File: src/bads_pkg.sv
// Shared constants, types and the queue record for the block average downsampler.
// No dependencies; every other file except bads_ram uses this package.
package bads_pkg;

  // Image and block geometry (BLOCK_SIDE must be a power of two)
  localparam int IMAGE_WIDTH  = 256;
  localparam int IMAGE_HEIGHT = 256;
  localparam int BLOCK_SIDE   = 4;

  localparam int SIDE_LOG2 = $clog2(BLOCK_SIDE);
  localparam int FULL_COLS = IMAGE_WIDTH / BLOCK_SIDE;
  localparam int FULL_ROWS = IMAGE_HEIGHT / BLOCK_SIDE;

  // Field widths
  localparam int PIX_W   = 8;
  localparam int VALUE_W = 9;
  localparam int TAG_W   = 6;
  localparam int MEAN_W  = PIX_W;
  localparam int SUM_W   = PIX_W + 2 * SIDE_LOG2;

  // Position counters
  localparam int COL_W = $clog2(IMAGE_WIDTH);
  localparam int ROW_W = $clog2(IMAGE_HEIGHT);
  localparam int CX_W  = COL_W + TAG_W;
  localparam int RX_W  = ROW_W + TAG_W;

  // Column sum store
  localparam int SLOTS  = 64;
  localparam int SLOT_W = $clog2(SLOTS);

  // Queue between front and back
  localparam int Q_DEPTH = 2;
  localparam int Q_PTR_W = $clog2(Q_DEPTH);
  localparam int Q_CNT_W = $clog2(Q_DEPTH + 1);

  // One classified pixel on its way to the accumulator
  typedef struct packed {
    logic [PIX_W-1:0]  pixel;
    logic [SLOT_W-1:0] slot;
    logic              first;
    logic              last;
    logic [TAG_W-1:0]  block_row;
    logic [TAG_W-1:0]  block_col;
    logic              frame_done;
  } bads_item_t;

  // Queue occupancy seen by both sides
  typedef struct packed {
    logic full;
    logic valid;
  } bads_q_stat_t;

endpackage

File: src/bads_if.sv
// Valid/ready channel interfaces for pixels in and block results out.
// Depends on bads_pkg for field widths.
interface bads_in_if;
  logic                       valid;
  logic                       ready;
  logic [bads_pkg::PIX_W-1:0] pixel;
  logic                       frame_start;

  modport source (output valid, output pixel, output frame_start, input ready);
  modport sink   (input valid, input pixel, input frame_start, output ready);
endinterface

interface bads_out_if;
  logic                         valid;
  logic                         ready;
  logic [bads_pkg::VALUE_W-1:0] block_value;
  logic [bads_pkg::TAG_W-1:0]   block_row;
  logic [bads_pkg::TAG_W-1:0]   block_col;
  logic                         frame_done;

  modport source (output valid, output block_value, output block_row, output block_col,
                  output frame_done, input ready);
  modport sink   (input valid, input block_value, input block_row, input block_col,
                  input frame_done, output ready);
endinterface

File: src/bads_ram.sv
// Generic single-write, single-read RAM with registered read data.
// No package dependency.
module bads_ram #(
  parameter int WIDTH = 12,
  parameter int DEPTH = 64
) (
  input  logic                     clk,
  input  logic                     we,
  input  logic [$clog2(DEPTH)-1:0] waddr,
  input  logic [WIDTH-1:0]         wdata,
  input  logic                     re,
  input  logic [$clog2(DEPTH)-1:0] raddr,
  output logic [WIDTH-1:0]         rdata
);
  logic [WIDTH-1:0] mem_r [DEPTH];
  logic [WIDTH-1:0] rdata_r;

  // Write port; read returns the old contents on a same-address collision
  always_ff @(posedge clk) begin
    if (we) begin
      mem_r[waddr] <= wdata;
    end
    if (re) begin
      rdata_r <= mem_r[raddr];
    end
  end

  assign rdata = rdata_r;
endmodule

File: src/bads_front.sv
// Front end: pixel position counters and block classification of each request.
// Depends on bads_pkg and bads_in_if.
module bads_front (
  input  logic                   clk,
  input  logic                   rst_n,
  bads_in_if.sink                in_chan,
  input  bads_pkg::bads_q_stat_t q_stat,
  output logic                   q_push,
  output bads_pkg::bads_item_t   q_item
);
  import bads_pkg::*;

  logic [COL_W-1:0]     col_r, col_nxt, col_cur;
  logic [ROW_W-1:0]     row_r, row_nxt, row_cur;
  logic [CX_W-1:0]      bcol_ext;
  logic [RX_W-1:0]      brow_ext;
  logic [SIDE_LOG2-1:0] cin, rin;
  logic                 in_range;
  logic                 accept;

  // Take a request whenever the queue has room
  assign in_chan.ready = !q_stat.full;
  assign accept        = in_chan.valid && in_chan.ready;

  // Classify the current pixel
  always_comb begin
    col_cur  = in_chan.frame_start ? '0 : col_r;
    row_cur  = in_chan.frame_start ? '0 : row_r;
    bcol_ext = {{TAG_W{1'b0}}, col_cur} >> SIDE_LOG2;
    brow_ext = {{TAG_W{1'b0}}, row_cur} >> SIDE_LOG2;
    cin      = col_cur[SIDE_LOG2-1:0];
    rin      = row_cur[SIDE_LOG2-1:0];
    in_range = (bcol_ext < CX_W'(FULL_COLS)) && (brow_ext < RX_W'(FULL_ROWS));

    q_item.pixel      = in_chan.pixel;
    q_item.slot       = bcol_ext[SLOT_W-1:0];
    q_item.first      = (cin == '0) && (rin == '0);
    q_item.last       = (&cin) && (&rin);
    q_item.block_row  = brow_ext[TAG_W-1:0];
    q_item.block_col  = bcol_ext[TAG_W-1:0];
    q_item.frame_done = (bcol_ext == CX_W'(FULL_COLS - 1))
                     && (brow_ext == RX_W'(FULL_ROWS - 1));
  end

  // Drop pixels outside the full blocks; they only advance the position
  assign q_push = accept && in_range;

  // Advance raster position, wrapping at line and frame end
  always_comb begin
    if (col_cur == COL_W'(IMAGE_WIDTH - 1)) begin
      col_nxt = '0;
      row_nxt = (row_cur == ROW_W'(IMAGE_HEIGHT - 1)) ? '0 : row_cur + 1'b1;
    end else begin
      col_nxt = col_cur + 1'b1;
      row_nxt = row_cur;
    end
  end

  always_ff @(posedge clk) begin
    if (!rst_n) begin
      col_r <= '0;
      row_r <= '0;
    end else if (accept) begin
      col_r <= col_nxt;
      row_r <= row_nxt;
    end
  end
endmodule

File: src/bads_queue.sv
// Short FIFO of classified pixels between the front end and the accumulator.
// Depends on bads_pkg.
module bads_queue (
  input  logic                   clk,
  input  logic                   rst_n,
  input  logic                   push,
  input  bads_pkg::bads_item_t   push_item,
  input  logic                   pop,
  output bads_pkg::bads_q_stat_t q_stat,
  output bads_pkg::bads_item_t   head
);
  import bads_pkg::*;

  bads_item_t         mem_r [Q_DEPTH];
  logic [Q_PTR_W-1:0] wr_ptr_r, rd_ptr_r;
  logic [Q_CNT_W-1:0] cnt_r;

  assign q_stat.full  = (cnt_r == Q_CNT_W'(Q_DEPTH));
  assign q_stat.valid = (cnt_r != '0);
  assign head         = mem_r[rd_ptr_r];

  // Store payload
  always_ff @(posedge clk) begin
    if (push) begin
      mem_r[wr_ptr_r] <= push_item;
    end
  end

  // Advance pointers and occupancy
  always_ff @(posedge clk) begin
    if (!rst_n) begin
      wr_ptr_r <= '0;
      rd_ptr_r <= '0;
      cnt_r    <= '0;
    end else begin
      if (push) begin
        wr_ptr_r <= wr_ptr_r + 1'b1;
      end
      if (pop) begin
        rd_ptr_r <= rd_ptr_r + 1'b1;
      end
      if (push && !pop) begin
        cnt_r <= cnt_r + 1'b1;
      end else if (pop && !push) begin
        cnt_r <= cnt_r - 1'b1;
      end
    end
  end
endmodule

File: src/bads_back.sv
// Back end: column sum read-modify-write with forwarding, mean and result register.
// Depends on bads_pkg, bads_out_if and bads_ram.
module bads_back (
  input  logic                   clk,
  input  logic                   rst_n,
  input  bads_pkg::bads_q_stat_t q_stat,
  input  bads_pkg::bads_item_t   q_head,
  output logic                   q_pop,
  bads_out_if.source             out_chan
);
  import bads_pkg::*;

  logic               s_valid_r;
  bads_item_t         s_item_r;
  logic               s_fwd_hit_r;
  logic [SUM_W-1:0]   s_fwd_data_r;
  logic [SUM_W-1:0]   rd_sum, old_sum, new_sum;
  logic [MEAN_W-1:0]  mean;
  logic               s_fire, s_load, out_free;

  logic               out_valid_r;
  logic [VALUE_W-1:0] out_value_r;
  logic [TAG_W-1:0]   out_row_r, out_col_r;
  logic               out_done_r;

  // Column sum store
  bads_ram #(.WIDTH(SUM_W), .DEPTH(SLOTS)) u_sums (
    .clk   (clk),
    .we    (s_fire),
    .waddr (s_item_r.slot),
    .wdata (new_sum),
    .re    (s_load),
    .raddr (q_head.slot),
    .rdata (rd_sum)
  );

  // Handshake between queue, accumulate stage and result register
  assign out_free = !out_valid_r || out_chan.ready;
  assign s_fire   = s_valid_r && (!s_item_r.last || out_free);
  assign s_load   = q_stat.valid && (!s_valid_r || s_fire);
  assign q_pop    = s_load;

  // Accumulate; take the sum written in the same cycle as our read
  always_comb begin
    old_sum = s_fwd_hit_r ? s_fwd_data_r : rd_sum;
    new_sum = s_item_r.first ? SUM_W'(s_item_r.pixel) : old_sum + SUM_W'(s_item_r.pixel);
    mean    = new_sum[SUM_W-1:2*SIDE_LOG2];
  end

  // Accumulate stage
  always_ff @(posedge clk) begin
    if (!rst_n) begin
      s_valid_r <= 1'b0;
    end else if (s_load) begin
      s_valid_r <= 1'b1;
    end else if (s_fire) begin
      s_valid_r <= 1'b0;
    end
  end

  always_ff @(posedge clk) begin
    if (s_load) begin
      s_item_r     <= q_head;
      s_fwd_hit_r  <= s_fire && (s_item_r.slot == q_head.slot);
      s_fwd_data_r <= new_sum;
    end
  end

  // Result register
  always_ff @(posedge clk) begin
    if (!rst_n) begin
      out_valid_r <= 1'b0;
    end else if (s_fire && s_item_r.last) begin
      out_valid_r <= 1'b1;
    end else if (out_chan.ready) begin
      out_valid_r <= 1'b0;
    end
  end

  always_ff @(posedge clk) begin
    if (s_fire && s_item_r.last) begin
      out_value_r <= {mean, 1'b0};
      out_row_r   <= s_item_r.block_row;
      out_col_r   <= s_item_r.block_col;
      out_done_r  <= s_item_r.frame_done;
    end
  end

  assign out_chan.valid       = out_valid_r;
  assign out_chan.block_value = out_value_r;
  assign out_chan.block_row   = out_row_r;
  assign out_chan.block_col   = out_col_r;
  assign out_chan.frame_done  = out_done_r;
endmodule

File: src/block_average_downsampler.sv
// Block average downsampler: one pixel request per cycle while the output is ready, set
// by the single read-modify-write of the column sum RAM (one read and one write port,
// forwarded). A block result passes the queue, accumulate stage and result register.
// Reset (rst_n, synchronous) clears the raster position, queue and valid flags only;
// the 64-entry column sum RAM is not cleared, as each sum is seeded by its first pixel.
// Depends on bads_pkg, bads_if, bads_front, bads_queue, bads_back.
module block_average_downsampler (
  input logic         clk,
  input logic         rst_n,
  bads_in_if.sink     in_chan,
  bads_out_if.source  out_chan
);
  import bads_pkg::*;

  bads_q_stat_t q_stat;
  bads_item_t   q_item, q_head;
  logic         q_push, q_pop;

  // Classify pixels
  bads_front u_front (
    .clk     (clk),
    .rst_n   (rst_n),
    .in_chan (in_chan),
    .q_stat  (q_stat),
    .q_push  (q_push),
    .q_item  (q_item)
  );

  // Decouple front and back
  bads_queue u_queue (
    .clk       (clk),
    .rst_n     (rst_n),
    .push      (q_push),
    .push_item (q_item),
    .pop       (q_pop),
    .q_stat    (q_stat),
    .head      (q_head)
  );

  // Accumulate and emit block means
  bads_back u_back (
    .clk      (clk),
    .rst_n    (rst_n),
    .q_stat   (q_stat),
    .q_head   (q_head),
    .q_pop    (q_pop),
    .out_chan (out_chan)
  );

  // A frame start always lands in the top-left block and must be queued
  a_start_queued: assert property (@(posedge clk) disable iff (!rst_n)
    in_chan.valid && in_chan.ready && in_chan.frame_start |-> q_push)
    else $error("frame start pixel not queued");

  // The frame's last block is tagged with the last block row and column
  a_done_tag: assert property (@(posedge clk) disable iff (!rst_n)
    out_chan.valid && out_chan.frame_done |->
      (out_chan.block_col == TAG_W'(FULL_COLS - 1))
      && (out_chan.block_row == TAG_W'(FULL_ROWS - 1)))
    else $error("frame done on wrong block");

  // Never push into a full queue
  a_no_overflow: assert property (@(posedge clk) disable iff (!rst_n)
    q_stat.full |-> !q_push || q_pop)
    else $error("queue overflow");
endmodule
File: src/flat_wrapper.sv
// flat-port wrapper written by rule: the top's interface ports become plain ports
module block_average_downsampler_flat import bads_pkg::*;
  (clk, rst_n, in_chan_valid, in_chan_pixel, in_chan_frame_start, in_chan_ready, out_chan_valid, out_chan_block_value, out_chan_block_row, out_chan_block_col, out_chan_frame_done, out_chan_ready);
  bads_in_if in_chan_i ();
  bads_out_if out_chan_i ();
  input logic clk;
  input logic rst_n;
  input wire logic [$bits(in_chan_i.valid)-1:0] in_chan_valid;
  input wire logic [$bits(in_chan_i.pixel)-1:0] in_chan_pixel;
  input wire logic [$bits(in_chan_i.frame_start)-1:0] in_chan_frame_start;
  output wire logic [$bits(in_chan_i.ready)-1:0] in_chan_ready;
  output wire logic [$bits(out_chan_i.valid)-1:0] out_chan_valid;
  output wire logic [$bits(out_chan_i.block_value)-1:0] out_chan_block_value;
  output wire logic [$bits(out_chan_i.block_row)-1:0] out_chan_block_row;
  output wire logic [$bits(out_chan_i.block_col)-1:0] out_chan_block_col;
  output wire logic [$bits(out_chan_i.frame_done)-1:0] out_chan_frame_done;
  input wire logic [$bits(out_chan_i.ready)-1:0] out_chan_ready;
  assign in_chan_i.valid = in_chan_valid;
  assign in_chan_i.pixel = in_chan_pixel;
  assign in_chan_i.frame_start = in_chan_frame_start;
  assign in_chan_ready = in_chan_i.ready;
  assign out_chan_valid = out_chan_i.valid;
  assign out_chan_block_value = out_chan_i.block_value;
  assign out_chan_block_row = out_chan_i.block_row;
  assign out_chan_block_col = out_chan_i.block_col;
  assign out_chan_frame_done = out_chan_i.frame_done;
  assign out_chan_i.ready = out_chan_ready;
  block_average_downsampler u_core (.clk(clk), .rst_n(rst_n), .in_chan(in_chan_i), .out_chan(out_chan_i));
endmodule
File: config.mk
export PLATFORM = sky130hd
export DESIGN_NAME = block_average_downsampler_flat
export DESIGN_NICKNAME = d
export VERILOG_FILES = /design/src/bads_pkg.sv /design/src/bads_if.sv /design/src/bads_ram.sv /design/src/bads_front.sv /design/src/bads_queue.sv /design/src/bads_back.sv /design/src/block_average_downsampler.sv /design/src/flat_wrapper.sv
export SDC_FILE = /design/constraint.sdc
export NUM_CORES = 1
export LEC_CHECK = 0
export BUFFER_PORTS_ARGS = -buffer_cell sky130_fd_sc_hd__buf_2
export CAP_MARGIN = 20
export CORE_MARGIN = 2
export CORE_UTILIZATION = 58
export CTS_CLUSTER_SIZE = 30
export DETAILED_ROUTE_END_ITERATION = 10
export PLACE_DENSITY = 0.77
export SLEW_MARGIN = 20
export SYNTH_ARGS = -nofsm -noshare
export SYNTH_HDL_FRONTEND = slang
export SYNTH_SLANG_ARGS = --single-unit
File: constraint.sdc
create_clock -name clk -period 15.1 [get_ports clk]
set_input_delay 3.02 -clock clk [delete_from_list [all_inputs] [get_ports clk]]
set_output_delay 3.02 -clock clk [all_outputs]
set_load 0.03 [all_outputs]
### Yosys cells after proc, flatten, opt, wreduce, memory -nomap -nowiden

Memory sizes are Yosys's and may differ from the RTL's. A register that Yosys moved wholly into a read port is not among the register bits.
Index checks and enable logic that the tools add are counted.

| storage, ports and cells | value |
|---|---|
| register bits after elaboration | 85 |
| memory bits (writable) | 826 |
| output and inout port bits | 24 |
| logic and storage cells | 85 |
| memories kept | 2 |

| cells by class | value |
|---|---|
| $add $sub $neg | 7 |
| order comparisons | 2 |
| equal/unequal tests | 6 |
| multiplexer cells | 19 |
| reductions and logical operators | 29 |

Memories:

| name | words | bits a word | read ports | clocked after Yosys merged registers in | write ports | RTL line | source |
|---|---|---|---|---|---|---|---|
| u_core.u_back.u_sums.mem_r | 64 | 12 | 1 | 1 | 1 | bads_ram.sv:15 | `logic [WIDTH-1:0] mem_r [DEPTH];` |
| u_core.u_queue.mem_r | 2 | 29 | 1 | 1 | 1 | bads_queue.sv:14 | `bads_item_t mem_r [Q_DEPTH];` |

Operator list:

| kind | number |
|---|---|
| $mux W8 | 5 |
| $mux W12 | 2 |
| $add A8 B1 Y8 const B | 2 |
| $eq A8 B8 Y1 const B | 2 |
| $lt A6 B7 Y1 const B | 2 |
| $add A12 B8 Y12 | 1 |
| $eq A6 B6 Y1 const B | 2 |
| $logic_and A1 B1 Y1 | 12 |
| $mux W1 | 10 |
| $reduce_bool A2 Y1 | 4 |
| $eq A6 B6 Y1 | 1 |
| $logic_not A1 Y1 | 6 |
| $logic_not A2 Y1 | 2 |
| $mux W2 | 2 |
| $reduce_and A2 Y1 | 2 |
| $logic_or A1 B1 Y1 | 3 |
| $add A1 B1 Y1 const B | 2 |
| $add A2 B1 Y2 const B | 1 |
| $eq A2 B2 Y1 const B | 1 |
| $sub A2 B1 Y2 const B | 1 |

### Longest topological paths before layout

Gate-level depths: netlist of the first run.

| depth | value |
|---|---|
| depth in word-level cells | 9 |
| gate-level depth with buffers | 13 |
| mapped depth without buffers | 11 |

### Modules after synthesis

A second synthesis of the first run with hierarchy kept.

| second synthesis, totals | value |
|---|---|
| cell total of the unflattened synthesis | 1782 |
| area, all modules | 36248.5 um^2 |

By module, submodules not included:

| module | times used | cells an instance | area each (um^2) | sequential area each (um^2) |
|---|---|---|---|---|
| bads_ram | 1 | 1339 | 29971.2 | 23422.5 |
| bads_back | 1 | 180 | 2790.2 | 1931.9 |
| bads_queue | 1 | 112 | 2313.5 | 1841.8 |
| bads_front | 1 | 151 | 1173.6 | 320.3 |

### Least setup slack after synthesis of the first run

Ideal clock, no wire load.

| timing | value |
|---|---|
| kind | register to register |
| start point | register u_core.u_back.s_fwd_hit_r |
| end point | register u_core.u_back.out_value_r[3], in the netlist u_core.u_back.out_chan.block_value[3] (data pin) |
| library setup time | 0.717 ns |
| arrival | 5.114 ns |
| slack | 9.269 ns |
| stages on the path, launching flop included | 14 |
| path buffers | 2 |
| period minus slack after synthesis | 5.831 ns |
| cells stage by stage | edfxtp_1 > clkbuf_1 > clkbuf_1 > mux2_2 > ha_1 > inv_1 > fa_1 > nor2b_1 > o21ai_0 > a21boi_0 > o21ai_0 > nand2b_1 > xnor2_1 > o21ai_0 |

| between the ends | value |
|---|---|
| word-level cells in the longest chain between the ends | 3 |

Ends and longest elaborated chain:

| item | RTL line | source |
|---|---|---|
| from (decl) | bads_back.sv:15 | `logic s_fwd_hit_r;` |
| from (signal assigned) | bads_back.sv:64 | `s_fwd_hit_r <= s_fire && (s_item_r.slot == q_head.slot);` |
| $mux W12 | bads_back.sv:45 | `old_sum = s_fwd_hit_r ? s_fwd_data_r : rd_sum;` |
| $add A12 B8 Y12 | bads_back.sv:46 | `new_sum = s_item_r.first ? SUM_W'(s_item_r.pixel) : old_sum + SUM_W'(s_item_r.pixel);` |
| $mux W12 | bads_back.sv:46 |  |
| net u_core.u_back.new_sum[6] | bads_back.sv:17 | `logic [SUM_W-1:0] rd_sum, old_sum, new_sum;` |
| to (signal assigned) | bads_back.sv:82 | `out_value_r <= {mean, 1'b0};` |
| to (decl) | bads_back.sv:22 | `logic [VALUE_W-1:0] out_value_r;` |

The timed path passes the listed nets, and every way through them passes these cells.
A chain may end at the register's enable or synchronous reset.

### Worst setup path after layout of the first run

| timing | value |
|---|---|
| start point | input out_chan_ready |
| end point | memory u_core.u_back.u_sums.mem_r[96][2], in the netlist u_core.u_back.u_sums.mem_r[24][2], enable pin |

| between the ends | value |
|---|---|
| word-level cells in the longest chain between the ends | 5 |

Ends and longest elaborated chain:

| item | RTL line | source |
|---|---|---|
| from (decl) | flat_wrapper.sv:17 | `input wire logic [$bits(out_chan_i.ready)-1:0] out_chan_ready;` |
| $logic_or A1 B1 Y1 | bads_back.sv:38 | `assign out_free = !out_valid_r \|\| out_chan.ready;` |
| $logic_or A1 B1 Y1 | bads_back.sv:39 | `assign s_fire = s_valid_r && (!s_item_r.last \|\| out_free);` |
| $logic_and A1 B1 Y1 | bads_back.sv:39 |  |
| $mux W1 | bads_ram.sv:20 | `if (we) begin` |
| $mux W1 (not written as such) | bads_ram.sv:21 | `mem_r[waddr] <= wdata;` |
| to (decl) | bads_ram.sv:15 |  |

Every way passes these cells.

==> results of run 1 <==
worst paths after layout:
kind                                                   end  slack (ns)  cells past startpoint
max            u_core.u_back.u_sums.mem_r[24][2]$_DFFE_PP_        9.53                      6
min          u_core.u_back.out_chan.block_row[3]$_DFFE_PP_        0.42                      0
max reg2reg        u_core.u_back.u_sums.rdata[5]$_DFFE_PP_        9.58                     10
min reg2reg  u_core.u_back.out_chan.block_row[3]$_DFFE_PP_        0.42                      0
flip-flops by register name (all words and copies together) (netlist names), named ones only:
register and count:
u_core.u_queue.mem_r 46, u_core.u_back.s_fwd_hit_r 1, u_core.u_front.col_r 8, u_core.u_back.out_chan.block_row 6, u_core.u_back.s_fwd_data_r 12, u_core.u_back.s_item_r 23, u_core.u_front.row_r 8, u_core.u_back.u_sums.mem_r 768
u_core.u_queue.wr_ptr_r 1, u_core.u_back.s_valid_r 1, u_core.u_back.out_chan.block_value 8, u_core.u_back.out_chan.block_col 6, u_core.u_queue.rd_ptr_r 1, u_core.u_back.out_chan.valid 1, u_core.u_back.out_chan.frame_done 1, u_core.u_back.u_sums.rdata 12
u_core.u_queue.cnt_r 2
cell families after synthesis:
family	count (synthesis)
DFF	906
and+or+nand+nor	982
buffers and inverters	417
other	1
adders and majority gates	14
muxes	30
AOI/OAI and AO/OA	1144
xor gates and xnor gates	19
Yosys cell counts (4+ instances only):
cell type / n
dfxtp_1: 23
a22oi_1: 159
buf_1: 8
o21ai_1: 100
a22oi_2: 65
nor4_2: 11
buf_2: 53
nand2b_4: 32
mux2_2: 25
or2_0: 12
nand3b_1: 5
and2_1: 167
o31ai_1: 13
o31a_1: 12
nand4_1: 28
o21ai_0: 383
edfxtp_1: 883
clkbuf_1: 138
nor2b_1: 30
nor3_1: 78
xnor2_1: 6
nand2b_1: 406
a21boi_0: 9
a211oi_2: 12
nor2_1: 116
and2_0: 11
inv_1: 184
buf_4: 5
nand3_1: 10
nand2_1: 37
or3_1: 14
o22ai_1: 168
ha_1: 13
xor2_1: 13
and3_1: 5
buf_6: 29
a21oi_1: 203
mux2i_1: 4
where the power goes:
part	leakage, uW	internal, uW	switching, uW	total, uW
registers	0.00824	3550	91.8	3640
clock network	0.00142	1280	960	2240
logic	0.00531	824	2370	3200
metal layers:
metal  global-route usage, %  routed length, um  up-vias
li1                        -                  -    12867
met1                   39.54              42240    14095
met2                   47.36              53210     1820
met3                   5.586              12760      351
met4                   14.82               5563        0
met5                       0                  0        -
critical path, delay by kind of cell:
| family | cells | cell delay (ns) |
|---|---|---|
| and+or+nand+nor | 4 | 2.27 |
| AOI/OAI and AO/OA | 1 | 0.45 |
| buffers and inverters | 1 | 0.08 |
cell type report:
type                            count  area, sq um
Clock buffer                      108         2351
Tap cell                          959         1200
Clock inverter                     58        569.3
Multi-Input combinational cell   2190        13910
Sequential cell                   906        26980
Inverter                          184        690.7
Timing Repair Buffer               70        503.0
Fill cell                        5308        26640
stage by stage:
stage	worst slack, ns	cell area (sq um)
after CTS	9.605	46150
after floorplan	9.269	42610
after detailed placement	8.951	43230
final	9.529	46200
after global routing	9.305	46200
after global placement	9.045	43230
==> run summary, run 1 <==
Total global routing track utilization: 29.77%
Adder-cell share of the synthesized area: 0.4288%
I/O pin count: 37
Synthesis-to-finish area growth: 8.431%
First-pass GRT wire length: 168000 um
CTS Sinks: 906
Post-DRT Antenna Nets: 0
Yosys reg bits: 906
Vias in the first global route: 27932
Root Buffer: clkbuf_16
Final worst path period share: 36.90%
Layout cells sized above 1: 10.52%
Drt total wl: 113800 um
Vias per inst: 6.510
Final hold viol count: 0
Leak Pwr: 0.01498 uW
Synth Area in Simple Gates: 14.07%
Maxcap violations: 0
Synth top area cells: edfxtp_1 (62%), nand2b_1 (6.0%), o21ai_0 (4.5%), a22oi_1 (2.8%), o22ai_1 (2.5%)
Skew final: 0.02706 ns
Clk Latency, worst-skew pair: 0.66 ns
Tmin final: 5.571 ns
Final Net Count: 3469
Worst Path Required: 15.36 ns
Layout Utilization: 63.43%
Num rows: 99
Design Power: 9085 uW
Antenna violations before repair: 1
Asr flop ratio synth: 0%
TritonCTS Buffers: 90
Cts hold-fix bufs: 0
Largest family of logic cells by synthesized area: compound AO/OA/AOI/OAI gates
Yosys top cell area share: 62.23%
CTS tree: yes
Diode count: 0
Crit path launch type: input port
Initial Util: 58.50%
Total gr overflow: 0
Synth warn: 0
Pwr dens: 196.7 nW/um^2
CTS Buffer Depth: 3
Yosys cell types: 67
EDFF count, synth: 883
RSZ-0062 raised after global routing: false
Largest net degree at the start of global routing: 236
Placed Cells incl. Taps: 4307
DRC viols: 0
Syn Nets: 3540
Setup Buffers After CTS: 0
Hold crit path type: reg -> reg
Worst path max stage delay: 1.10 ns
Synthesized cell area: 42610 sq um
Commonest non-fill, non-tap cells in the layout: edfxtp_1 (883), nand2b_1 (406), o21ai_0 (377)
Multiplexer share of the synthesized area: 0.7900%
Status: finished clean
CTS clk-pin slew, worst paths: 0.06 ns
Max IR drop VDD: 0.0002515 V
Slew Viols, Final: 0
Die area: 75640 sq um
Worst setup path class: in -> reg
Commonest register cell after synthesis: edfxtp_1
Worst Setup SP: out_chan_ready
CP Cell Sequence: buf_2 -> nor2b_1 -> a21boi_0 -> nor2b_1 -> nand2_1 -> nor2_1
1st-pass router iterations: 6
CP endpoint kind: flip-flop
CTS H-Tree Depth: 3
Worst r2r src: u_core.u_queue.mem_r[1][15]$_DFFE_PP_
Buffers on Ports: 35
Slowest cell on the critical path: nor2_1
Final Non-Filler Cells: 4475
Die H: 275.0 um
Worst-Margin Slew: 1.229 ns
WL/cell: 25.43 um
Post-Syn Instances: 3513
Min-delay src: u_core.u_back.s_item_r[10]$_DFFE_PP_
Placer Congestion: 0.8937
Final count of negative-setup-slack endpoints: 0
Complex-gate fraction of the synthesized area: 16.61%
Core area: 72830 sq um
Die W: 275.0 um
Synth area leader: edfxtp_1
Vias: 29133
Most frequent CP cell: nor2b_1
XOR/XNOR Fraction of Synth Area: 0.3906%
Fmax: 179.5 MHz
Hold Slack: 0.4185 ns
Commonest non-fill, non-tap cell in the layout: edfxtp_1
Seq/Total Area, Yosys: 63.31%
Drt first-iter violations: 3932
Detailed placer's ending HPWL: 64590 um
Final setup TNS: 0 ns
Worst EP arrival: 5.83 ns
Slew margin rel.: 18.04%
Avg Cell Area, Syn: 12.13 sq um
CP max FO: 12
CTS resizes: 0
(Power assumes the default switching activity.)
==> run 2, diff against run 1 <==
- CORE_UTILIZATION: 58 -> 57
- PLACE_DENSITY: 0.77 -> 0.79
- clock period: 15.1 -> 4.6 ns (I/O delays scaled with it)
==> run 2 against run 1 <==
Against the previous run:
- non-clock buffer count increased by 102
- flip-flop and latch count unchanged
- clock power increased to 3.4 times the previous value
- largest power group unchanged
- via count increased by 2.5%
- sequential power increased to 3.3 times the previous value
- register-to-register slack got worse by 8.8 ns
- final cell count increased by 2.5%
- routed wire length decreased by 0.67%
- global-route usage decreased by 0.84 points
- final area increased by 2.2%
- power increased to 3.2 times the previous value
==> run summary, run 2 (same netlist as run 1, synthesis figures left out) <==
Status: finished clean
Skew final: 0.02638 ns (-0.0006815 ns)
Slowest cell on the critical path: a2111oi_0
Layout cells sized above 1: 13.19% (+2.7 points)
Worst path max stage delay: 0.65 ns (-0.45 ns)
Most frequent CP cell: buf_4
R2R setup slack: 0.78 ns (-8.80 ns)
TritonCTS Buffers: 88 (-2.2%)
Leak Pwr: 0.01562 uW (+4.3%)
Vias: 29860 (+2.5%)
Buffers on Ports: 35 (unchanged)
Setup Buffers After CTS: 0 (unchanged)
Post-DRT Antenna Nets: 0 (unchanged)
RSZ-0062 raised after global routing: false
CTS H-Tree Depth: 3 (unchanged)
Commonest non-fill, non-tap cells in the layout: edfxtp_1 (883), nand2b_1 (406), o21ai_0 (377)
Detailed placer's ending HPWL: 64230 um (-0.56%)
Slew margin rel.: 23.90% (+5.9 points)
Final hold viol count: 0 (unchanged)
Pwr dens: 621.7 nW/um^2 (+220%)
Total global routing track utilization: 28.93% (-0.84 points)
Die H: 277.4 um (+0.86%)
CP max FO: 34 (+22)
Initial Util: 57.42% (-1.1 points)
CP Cell Sequence: buf_4 -> mux2_2 -> ha_1 -> a21o_1 -> a2111oi_0 -> nor3_1 -> xor2_1 -> nor2_4 -> buf_4
CTS clk-pin slew, worst paths: 0.06 ns (about the same)
Tmin final: 3.823 ns
CTS Sinks: 906 (unchanged)
Antenna violations before repair: 1 (unchanged)
Max IR drop VDD: 0.0007429 V (+200%)
First-pass GRT wire length: 171000 um (+1.8%)
Core area: 74200 sq um (+1.9%)
Final Net Count: 3569 (+2.9%)
Commonest non-fill, non-tap cell in the layout: edfxtp_1
CP endpoint kind: flip-flop
CTS Buffer Depth: 3 (unchanged)
DRC viols: 0 (unchanged)
Total gr overflow: 0 (unchanged)
Worst-Margin Slew: 1.138 ns (-0.09145 ns)
Worst Path Buf+Inv: 2 (+1)
Vias per inst: 6.513 (about the same)
Final setup TNS: 0 ns (unchanged)
Drt first-iter violations: 3936 (+0.10%)
Worst Path Required: 5.02 ns (-10.34 ns)
CTS tree: yes
I/O pin count: 37 (unchanged)
Hold Slack: 0.4226 ns (+0.004142 ns)
Maxcap violations: 0 (unchanged)
Routing usage on met1: 38.56% (-0.98 points)
M3 GR Usage: 4.607% (-0.98 points)
1st-pass router iterations: 6 (unchanged)
Clk Latency, worst-skew pair: 0.65 ns (about the same)
Die W: 277.4 um (+0.86%)
Worst setup path class: reg -> reg
WL/cell: 24.65 um (-3.1%)
Crit path launch type: flip-flop
Vias in the first global route: 29028 (+3.9%)
Met2 usage: 46.73% (-0.63 points)
Largest registers: u_core.u_back.u_sums.mem_r: 768 flops, u_core.u_queue.mem_r: 46 flops, u_core.u_back.s_item_r: 23 flops
Largest register FFs: 768 (unchanged)
Cts hold-fix bufs: 0 (unchanged)
Root Buffer: clkbuf_16
Drt total wl: 113000 um (-0.67%)
Cell family with most CP delay: compound AO/OA/AOI/OAI gates
Final worst path period share: 83.12%
Synthesis-to-finish area growth: 10.80%
Largest net degree at the start of global routing: 205 (-13%)
Biggest register: u_core.u_back.u_sums.mem_r
Final count of negative-setup-slack endpoints: 0 (unchanged)
Hold crit path type: reg -> reg
Top Usage Layer GRT: met2
CTS resizes: 0 (unchanged)
Worst EP arrival: 4.24 ns (-1.59 ns)
Diode count: 0 (unchanged)
Layout Utilization: 63.63% (+0.20 points)
Die area: 76950 sq um (+1.7%)
Placer Congestion: 0.9111 (+1.9%)
Slew Viols, Final: 0 (unchanged)
Num rows: 100 (+1.0%)
Fmax: 261.5 MHz
[run 2: through the flow]
step / setup slack, ns / instances / instance area, sq um / total power (uW)
final: 0.7766 / 4585 / 47210 / 29350
after global routing: 0.6439 / 4585 / 47210 / 30380
after CTS: 0.8157 / 4585 / 47210 / 29220
after detailed placement: 0.8374 / 4421 / 44190 / 21660
after global placement: 0.8981 / 4421 / 44190 / 21390
after floorplan: 0.05623 / 3513 / 42620 / 18090
[run 2: area by class of cell]
class                      instances  area, sq um
clock buffer                     110         2349
clock inverter                    54        670.6
fill                            5298        26990
inverter                         184        690.7
multi-input combinational       2190        13900
sequential                       906        26980
tap                              969         1212
timing repair buffer             172         1404
[run 2: worst reg2reg max path: cells and delay by family (launching register included)]
| family | cells | cell delay, ns |
|---|---|---|
| AO/OA/AOI/OAI | 2 | 0.86 |
| AND/OR/NAND/NOR | 2 | 0.73 |
| buffers and inverters | 2 | 0.69 |
| flip-flops | 1 | 0.40 |
| multiplexers | 1 | 0.37 |
| adder cells (fa/ha/maj) | 1 | 0.32 |
| XOR/XNOR | 1 | 0.20 |
[run 2: worst paths after layout]
kind                                                     startpoint                                          end  depth (start not counted)
worst max-delay path            u_core.u_back.s_fwd_hit_r$_DFFE_PP_   u_core.u_back.u_sums.mem_r[8][9]$_DFFE_PP_                          9
worst min-delay path            u_core.u_back.s_item_r[0]$_DFFE_PP_  u_core.u_back.out_chan.frame_done$_DFFE_PP_                          0
worst max register to register  u_core.u_back.s_fwd_hit_r$_DFFE_PP_   u_core.u_back.u_sums.mem_r[8][9]$_DFFE_PP_                          9
worst min register to register  u_core.u_back.s_item_r[0]$_DFFE_PP_  u_core.u_back.out_chan.frame_done$_DFFE_PP_                          0
[run 2: report_power, final]
part           switching [uW]  total (uW)  leakage (uW)  internal, uW
Combinational            6930        9840       0.00590          2910
Sequential                301       11900       0.00824         11600
Clock                    3110        7590       0.00148          4480
[run 2: metal layers]
layer | wire (um) | vias to the layer above
met3 | 11640 | 298
met1 | 42140 | 14696
li1 | - | 13073
met4 | 5016 | 0
met5 | 0 | -
met2 | 54220 | 1793
